<file path="src/hw/rtl/assert_macros.svh">
// Assertion macros shared by the token pacing RTL.
// Depends on nothing; users must have i_clk and i_rst_n in scope.
`ifndef ASSERT_MACROS_SVH
`define ASSERT_MACROS_SVH

// Property that must hold at every clock edge outside reset.
`define TPPQ_ASSERT(lbl, prop, msg) \
    lbl: assert property (@(posedge i_clk) disable iff (!i_rst_n) (prop)) else $error(msg);

// Same-cycle implication.
`define TPPQ_ASSERT_IMPL(lbl, ante, cons, msg) \
    lbl: assert property (@(posedge i_clk) disable iff (!i_rst_n) (ante) |-> (cons)) \
        else $error(msg);

`endif

</file>
<file path="src/hw/rtl/tppq_pkg.sv">
// Package for the token paced priority queues: payload types, codes,
// constants and small helper functions. Depends on nothing.
package tppq_pkg;

    localparam int QUEUE_DEPTH = 256;
    localparam int Q_AW        = $clog2(QUEUE_DEPTH);
    localparam int Q_CW        = Q_AW + 1;
    localparam int TAG_BITS    = 16;
    localparam int MAX_SERVICE = 64;
    localparam int SVC_CW      = $clog2(MAX_SERVICE + 1);
    localparam int ACK_BITS    = 24;
    localparam logic [ACK_BITS-1:0] ACK_CAP   = ACK_BITS'(10 * 1024 * 1024);
    localparam logic [5:0]          HDR_BYTES = 6'd54;
    // Reciprocal of 100 scaled by 2^37; the quotient is bits 63:37 of the
    // product and is exact for every 32-bit dividend.
    localparam logic [31:0]         DECAY_RECIP = 32'd1374389535;
    localparam logic [31:0]         DECAY_MIN = 32'd10240;

    localparam logic [31:0] CAP_RESET   = 32'd33554432;
    localparam logic [31:0] DELAY_RESET = 32'd50000;
    localparam logic [15:0] MSS_RESET   = 16'd1460;

    typedef enum logic [1:0] {
        ACT_PACKET  = 2'd0,
        ACT_ACK     = 2'd1,
        ACT_DECAY   = 2'd2,
        ACT_SERVICE = 2'd3
    } t_action;

    typedef enum logic [2:0] {
        V_PASS    = 3'd0,
        V_QUEUED  = 3'd1,
        V_DROP    = 3'd2,
        V_TOKENS  = 3'd3,
        V_TIMEOUT = 3'd4
    } t_verdict;

    typedef enum logic [1:0] {
        CFG_CAPACITY  = 2'd0,
        CFG_MAX_DELAY = 2'd1,
        CFG_SEGMENT   = 2'd2
    } t_cfg_idx;

    typedef enum logic [2:0] {
        BS_IDLE,
        BS_PKT,
        BS_DIV,
        BS_OUT,
        BS_SRD,
        BS_SEV,
        BS_SFIN
    } t_bstate;

    typedef struct packed {
        logic [1:0]          action;
        logic [TAG_BITS-1:0] packet_tag;
        logic [31:0]         trigger_bytes;
        logic                high_priority;
        logic [31:0]         ack_advance_bytes;
        logic [31:0]         now_us;
    } t_in_item;

    typedef struct packed {
        logic [TAG_BITS-1:0] result_tag;
        logic [2:0]          verdict;
        logic                last;
        logic [31:0]         tokens_level;
    } t_out_item;

    typedef struct packed {
        logic [TAG_BITS-1:0] tag;
        logic [31:0]         charge;
        logic [31:0]         stamp;
    } t_qent;

    // Head of the front queue as seen by the back end.
    typedef struct packed {
        logic     valid;
        t_in_item item;
    } t_fq;

    function automatic logic tok_fits(input logic [31:0] cap, input logic [31:0] tok,
                                      input logic [31:0] amt);
        logic [31:0] room;
        room = cap - tok;
        return (cap >= tok) && (room >= amt);
    endfunction

    function automatic logic [ACK_BITS-1:0] ack_cap(input logic [31:0] adv);
        return (adv > {{(32-ACK_BITS){1'b0}}, ACK_CAP}) ? ACK_CAP : adv[ACK_BITS-1:0];
    endfunction

endpackage

</file>
<file path="src/hw/rtl/tppq_front.sv">
// Front end: accepts input transfers into a two-entry queue.
// Depends on tppq_pkg and assert_macros.svh.
`include "assert_macros.svh"
module tppq_front (
    input  logic              i_clk,
    input  logic              i_rst_n,
    input  logic              i_in_valid,
    output logic              o_in_ready,
    input  tppq_pkg::t_in_item i_in,
    input  logic              i_pop,
    output tppq_pkg::t_fq     o_fq
);
    import tppq_pkg::*;

    t_in_item   r_mem [2];
    logic       r_wp, r_rp;
    logic [1:0] r_cnt;
    logic       push;

    assign o_in_ready = r_cnt != 2'd2;
    assign push       = i_in_valid && o_in_ready;

    always_ff @(posedge i_clk) begin
        if (!i_rst_n) begin
            r_wp  <= 1'b0;
            r_rp  <= 1'b0;
            r_cnt <= '0;
        end else begin
            if (push) begin
                r_wp <= !r_wp;
            end
            if (i_pop) begin
                r_rp <= !r_rp;
            end
            r_cnt <= r_cnt + {1'b0, push} - {1'b0, i_pop};
        end
    end

    always_ff @(posedge i_clk) begin
        if (push) begin
            r_mem[r_wp] <= i_in;
        end
    end

    assign o_fq.valid = r_cnt != 2'd0;
    assign o_fq.item  = r_mem[r_rp];

    `TPPQ_ASSERT_IMPL(a_no_underflow, i_pop, r_cnt != 2'd0, "pop from empty front queue")
    `TPPQ_ASSERT_IMPL(a_no_overflow, push, r_cnt != 2'd2, "push into full front queue")
    `TPPQ_ASSERT(a_cnt_bound, r_cnt <= 2'd2, "front queue fill above two")
endmodule

</file>
<file path="config.mk">
export PLATFORM = sky130hd
export DESIGN_NAME = tppq_front
export DESIGN_NICKNAME = d
export VERILOG_FILES = /design/src/hw/rtl/tppq_pkg.sv /design/src/hw/rtl/tppq_front.sv
export VERILOG_INCLUDE_DIRS = /design/src /design/src/hw/rtl
export SDC_FILE = /design/constraint.sdc
export NUM_CORES = 1
export LEC_CHECK = 0
export BUFFER_PORTS_ARGS = -buffer_cell sky130_fd_sc_hd__buf_4
export CORE_MARGIN = 2
export CORE_UTILIZATION = 49
export DETAILED_ROUTE_END_ITERATION = 12
export PLACE_DENSITY = 0.75
export SYNTH_ARGS = -nofsm -noshare
export SYNTH_HDL_FRONTEND = slang
export SYNTH_SLANG_ARGS = --single-unit
</file>
<file path="constraint.sdc">
create_clock -name i_clk -period 10.4 [get_ports i_clk]
set_input_delay 0.52 -clock i_clk [delete_from_list [all_inputs] [get_ports i_clk]]
set_output_delay 0.52 -clock i_clk [all_outputs]
set_load 0.005 [all_outputs]
</file>
# ---- Word-level counts from Yosys, hierarchy flattened
# Memories as Yosys holds them, arrays and structs flattened. A register that Yosys moved wholly into a read port is not among the register bits.
# Index checks and enable logic that the tools add are counted.
dict set report totals {
  output_inout_bits 117
  regBits 4
  word_cells 15
  ramBits 230
  mem_count 1
}
dict set report op_classes {
  n_eq_ne 1
  add_sub_neg 2
  muxes 4
  n_reduce_logical 4
}
# memory depth word_bits rd rd_ports_with_merged_regs wr line
set mem_list {}
lappend mem_list {r_mem 2 115 1 1 1 tppq_front.sv:15} ;# t_in_item r_mem [2];
# cell count
set ops {}
lappend ops {{$mux W1} 4}
lappend ops {{$add A2 B1 Y2} 1}
lappend ops {{$logic_not A1 Y1} 2}
lappend ops {{$ne A2 B2 Y1 const B} 1}
lappend ops {{$reduce_bool A2 Y1} 1}
lappend ops {{$sub A2 B1 Y2} 1}
lappend ops {{$logic_and A1 B1 Y1} 1}

# ---- Longest topological paths before layout
dict set report depth {
  ltp_word 4
  depth_mapped 7
  ltp_nobuf 7
}

# ---- Worst setup path after synthesis
# No wires, ideal clock.
dict set report synth_timing {
  path_kind {reg2reg}
  from {register r_cnt[0]}
  to {memory r_mem[1][0] (netlist bit) (enable)}
  path_stages_with_launch 3
  t_required_ps 9912
  path_slack_ps 6628
  arrival_ps 3284
  path_cell_list {dfxtp_1 > nand2b_1 > and3_1}
}
dict set report synth_between {
  elab_chain_len 4
}
# item line
set synth_lines {}
lappend synth_lines {{start: declaration} tppq_front.sv:17} ;# logic [1:0] r_cnt;
lappend synth_lines {{start signal: assignment} tppq_front.sv:35} ;# r_cnt <= r_cnt + {1'b0, push} - {1'b0, i_pop};
lappend synth_lines {{$ne A2 B2 Y1} tppq_front.sv:20} ;# assign o_in_ready = r_cnt != 2'd2;
lappend synth_lines {{via o_in_ready} tppq_front.sv:8} ;# output logic o_in_ready,
lappend synth_lines {{$logic_and A1 B1 Y1} tppq_front.sv:21} ;# assign push = i_in_valid && o_in_ready;
lappend synth_lines {{$mux W1} tppq_front.sv:40} ;# if (push) begin
lappend synth_lines {{$mux W1 (not written as such)} tppq_front.sv:41} ;# r_mem[r_wp] <= i_in;
lappend synth_lines {{end: declaration} tppq_front.sv:15}
# The timed path passes the listed nets, and every way through them passes these cells.

==> flow_summary.yaml <==
sta:
  layout_min_cycle_time_ps: 3439
  slew_viol_final: 0
  tightest_slew_ps: 1078
  rsz0062_at_grt: "no"
  slew_headroom_pct: 28.16
  fin_worst_skew_ps: 9.034
  setup_viol: 0
  clock.fmax_mhz: 290.7
  worst_hold_slack_ps: 197.2
  tns_ps: 0
  period_share_pct: 33.07
  finalHoldViolations: 0
clock_tree:
  clkTransAtPathRegs_ps: 60
  ctsHoldBuffers: 0
  postCtsSetupBuffers: 0
  cts_buffers: 24
  insertion_delay_ps: 500
  clock_sinks: 235
  htreeDepth: 1
  clockBufferDepth: 3
  cts_tree: "done"
  cts.repair.resized: 0
  cts_root_buffer: "clkbuf_16"
floorplanning:
  ios: 236
  num_rows: 48
  die_width_um: 137.7
  initial_utilization_pct: 50.32
  fp.coreArea_sq_mm: 0.01742
  dieArea_sq_mm: 0.01897
  die_height_um: 137.7
setup_path:
  worstSetupEndpointType: "output port"
  critical-path-top-delay-family: "buffers and inverters"
  crit_chain: "buf_4 -> mux2_2 -> buf_4"
  arrival_ps: 2920
  path_max_fanout: 63
  crit_buf_inv: 2
  critical_path_cell_count: 3
  required_ps: 9880
  cp-start-kind: "flop"
  critPathSlowestCell: "dfxtp_4"
  crit_type: "flop to output port"
  crit_path_frequent_cell: "buf_4"
  endpoint: "o_fq[19]"
  r2r_cells: 4
  worst_r2r_endpoint: "r_mem[0][29]"
  r2r_start: "r_cnt[0]"
  rrSetupSlack_ps: 7830
  critPathMaxStageDelay_ps: 900
synthesis:
  synth_seq_cells: 235
  synth_most_common_cell: "edfxtp_1"
  synth-edff-count: 230
  yosysTopAreaCell: "edfxtp_1"
  synthTopCellsByArea: "edfxtp_1, mux2_4, mux2_2, dfxtp_1, buf_6"
  seq_area_frac_synth_pct: 79.94
  synth_cells: 386
  ys_types: 24
  ys_warn_count: 0
  ys.flop_type: "edfxtp_1"
  synth_common_cells: "edfxtp_1, mux2_2, mux2_4"
  synth.top_cell.area_share_pct: 78.80
  async_flop_share_pct: 0
  syn_area_per_cell_sq_um: 22.71
  syn_nets: 506
  syn-cell-area_sq_mm: 0.008765
placed_design:
  numPortBuffers: 235
  dp_cells: 836
  place_hpwl_um: 10770
  globalplace.congestion: 0.7175
outcome:
  status: "completed"
global_routing:
  track_usage_pct: 16.17
  overflow: 0
  grt_first_pass_wirelength_um: 23260
  antenna_found_initial: 0
  grt_start_max_net_pins: 81
  grt_pass1_vias: 4524
detailed_routing:
  drc: 0
  wirelength_um: 16440
  first_pass_iters: 4
  wl_per_cell_um: 18.68
  drt_iter0_markers: 202
  drtAntennaViolNets: 0
  via_per_inst: 5.041
  vias: 4436
final_layout:
  drive_gt1_share_pct: 59.85
  fillCellCount: 1185
  layout.nets: 757
  instances_no_fill: 880
  antenna_cells: 0
  multi_input_area_sq_mm: 0.001647
  regArea_sq_mm: 0.007010
  area_growth_syn_to_layout_pct: 30.96
power_and_ir_drop:
  combPwrFrac_pct: 13.4
  switching_power_uw: 489.7
  sw_frac_of_total_pct: 21.57
  report.power.total_uw: 2270
  p_leak_uw: 0.004383
  p_int_uw: 1780
  clock_power_share_pct: 35.3
  cellPowerDensity_mw_per_mm2: 197.8
  max-vdd-ir-drop_uv: 146.4
  p_seq_share_pct: 51.3
job:
  cap_violations: 0
worst_hold_path:
  min_path_type: "primary input to flop"
sequential cells by signal, summed over array words and instances (netlist names), named ones only:
name,flops
r_cnt,2
r_mem,230
r_rp,1
r_wp,1
worst min-delay path by stage:
stage                         from            to  slack [ps]  cells after the start
after floorplan               r_wp          r_wp         530                      2
after global placement        r_rp          flop         560                      2
after detailed placement      r_rp          flop         570                      2
after CTS                 i_in[97]  r_mem[0][97]         170                      1
after global routing      i_in[91]  r_mem[0][91]         170                      1
final                     i_in[36]  r_mem[1][36]         200                      1
worst register-to-register path, delay by kind of cell, from the launching register on:
family | cells | cell delay [ps]
buffers and inverters | 2 | 1340
flip-flops | 1 | 380
AND/OR/NAND/NOR | 2 | 420
cell families (layout without fill, tap and decap cells):
family / after synthesis / after routing / synth area share [%]
XOR/XNOR: 2 / 2 / 0.1999
AND/OR/NAND/NOR: 12 / 12 / 0.8424
multiplexers: 116 / 116 / 17.03
AO/OA/AOI/OAI: 5 / 5 / 0.5140
flip-flops: 235 / 235 / 79.94
adder cells (fa/ha/maj): 1 / 1 / 0.1427
buffers and inverters: 15 / 284 / 1.328
placed cells by master, fill, tap and decap left out, types with 3 or more instances in the layout:
| master | netlist | layout |
|---|---|---|
| clkinvlp_4 | 0 | 3 |
| edfxtp_1 | 230 | 230 |
| mux2_2 | 65 | 65 |
| clkbuf_1 | 0 | 6 |
| clkbuf_16 | 0 | 25 |
| mux2_4 | 50 | 50 |
| clkinv_1 | 0 | 5 |
| and2_1 | 3 | 3 |
| buf_4 | 0 | 238 |
| clkinv_2 | 0 | 3 |
| dfxtp_1 | 5 | 4 |
metal layers:
metal | vias to the layer above | global-route usage (%) | routed length [um]
met3 | 24 | 5.335 | 1549
met5 | - | 0 | 0
met1 | 2205 | 19.62 | 6311
met4 | 0 | 4.365 | 338
li1 | 2030 | - | -
met2 | 177 | 27.89 | 8238
power groups by stage:
stage | sequential, uW | combinational [uW] | clock (uW)
floorplan | 1180 | 156 | 0
global placement | 1180 | 303 | 0
detailed placement | 1190 | 309 | 0
CTS | 1170 | 311 | 819
global route | 1170 | 329 | 853
finish | 1160 | 305 | 800
layout make-up:
| type | count | area share, % |
|---|---|---|
| tap | 225 | 2.453 |
| multi-input combinational | 136 | 14.34 |
| sequential | 235 | 61.07 |
| timing repair buffer | 238 | 15.57 |
| clock inverter | 13 | 0.8284 |
| clock buffer | 31 | 5.646 |
| inverter | 2 | 0.08720 |
through the flow:
step	util (%)	setup slack (ps)	area, sq um
after floorplan	-	6628	8765
after global placement	61.64	7492	10740
after detailed placement	61.64	7456	10740
after CTS	65.91	6896	11480
after global routing	65.91	6788	11480
final	65.91	6961	11480
No activity file was read; power rests on OpenSTA's default activity.
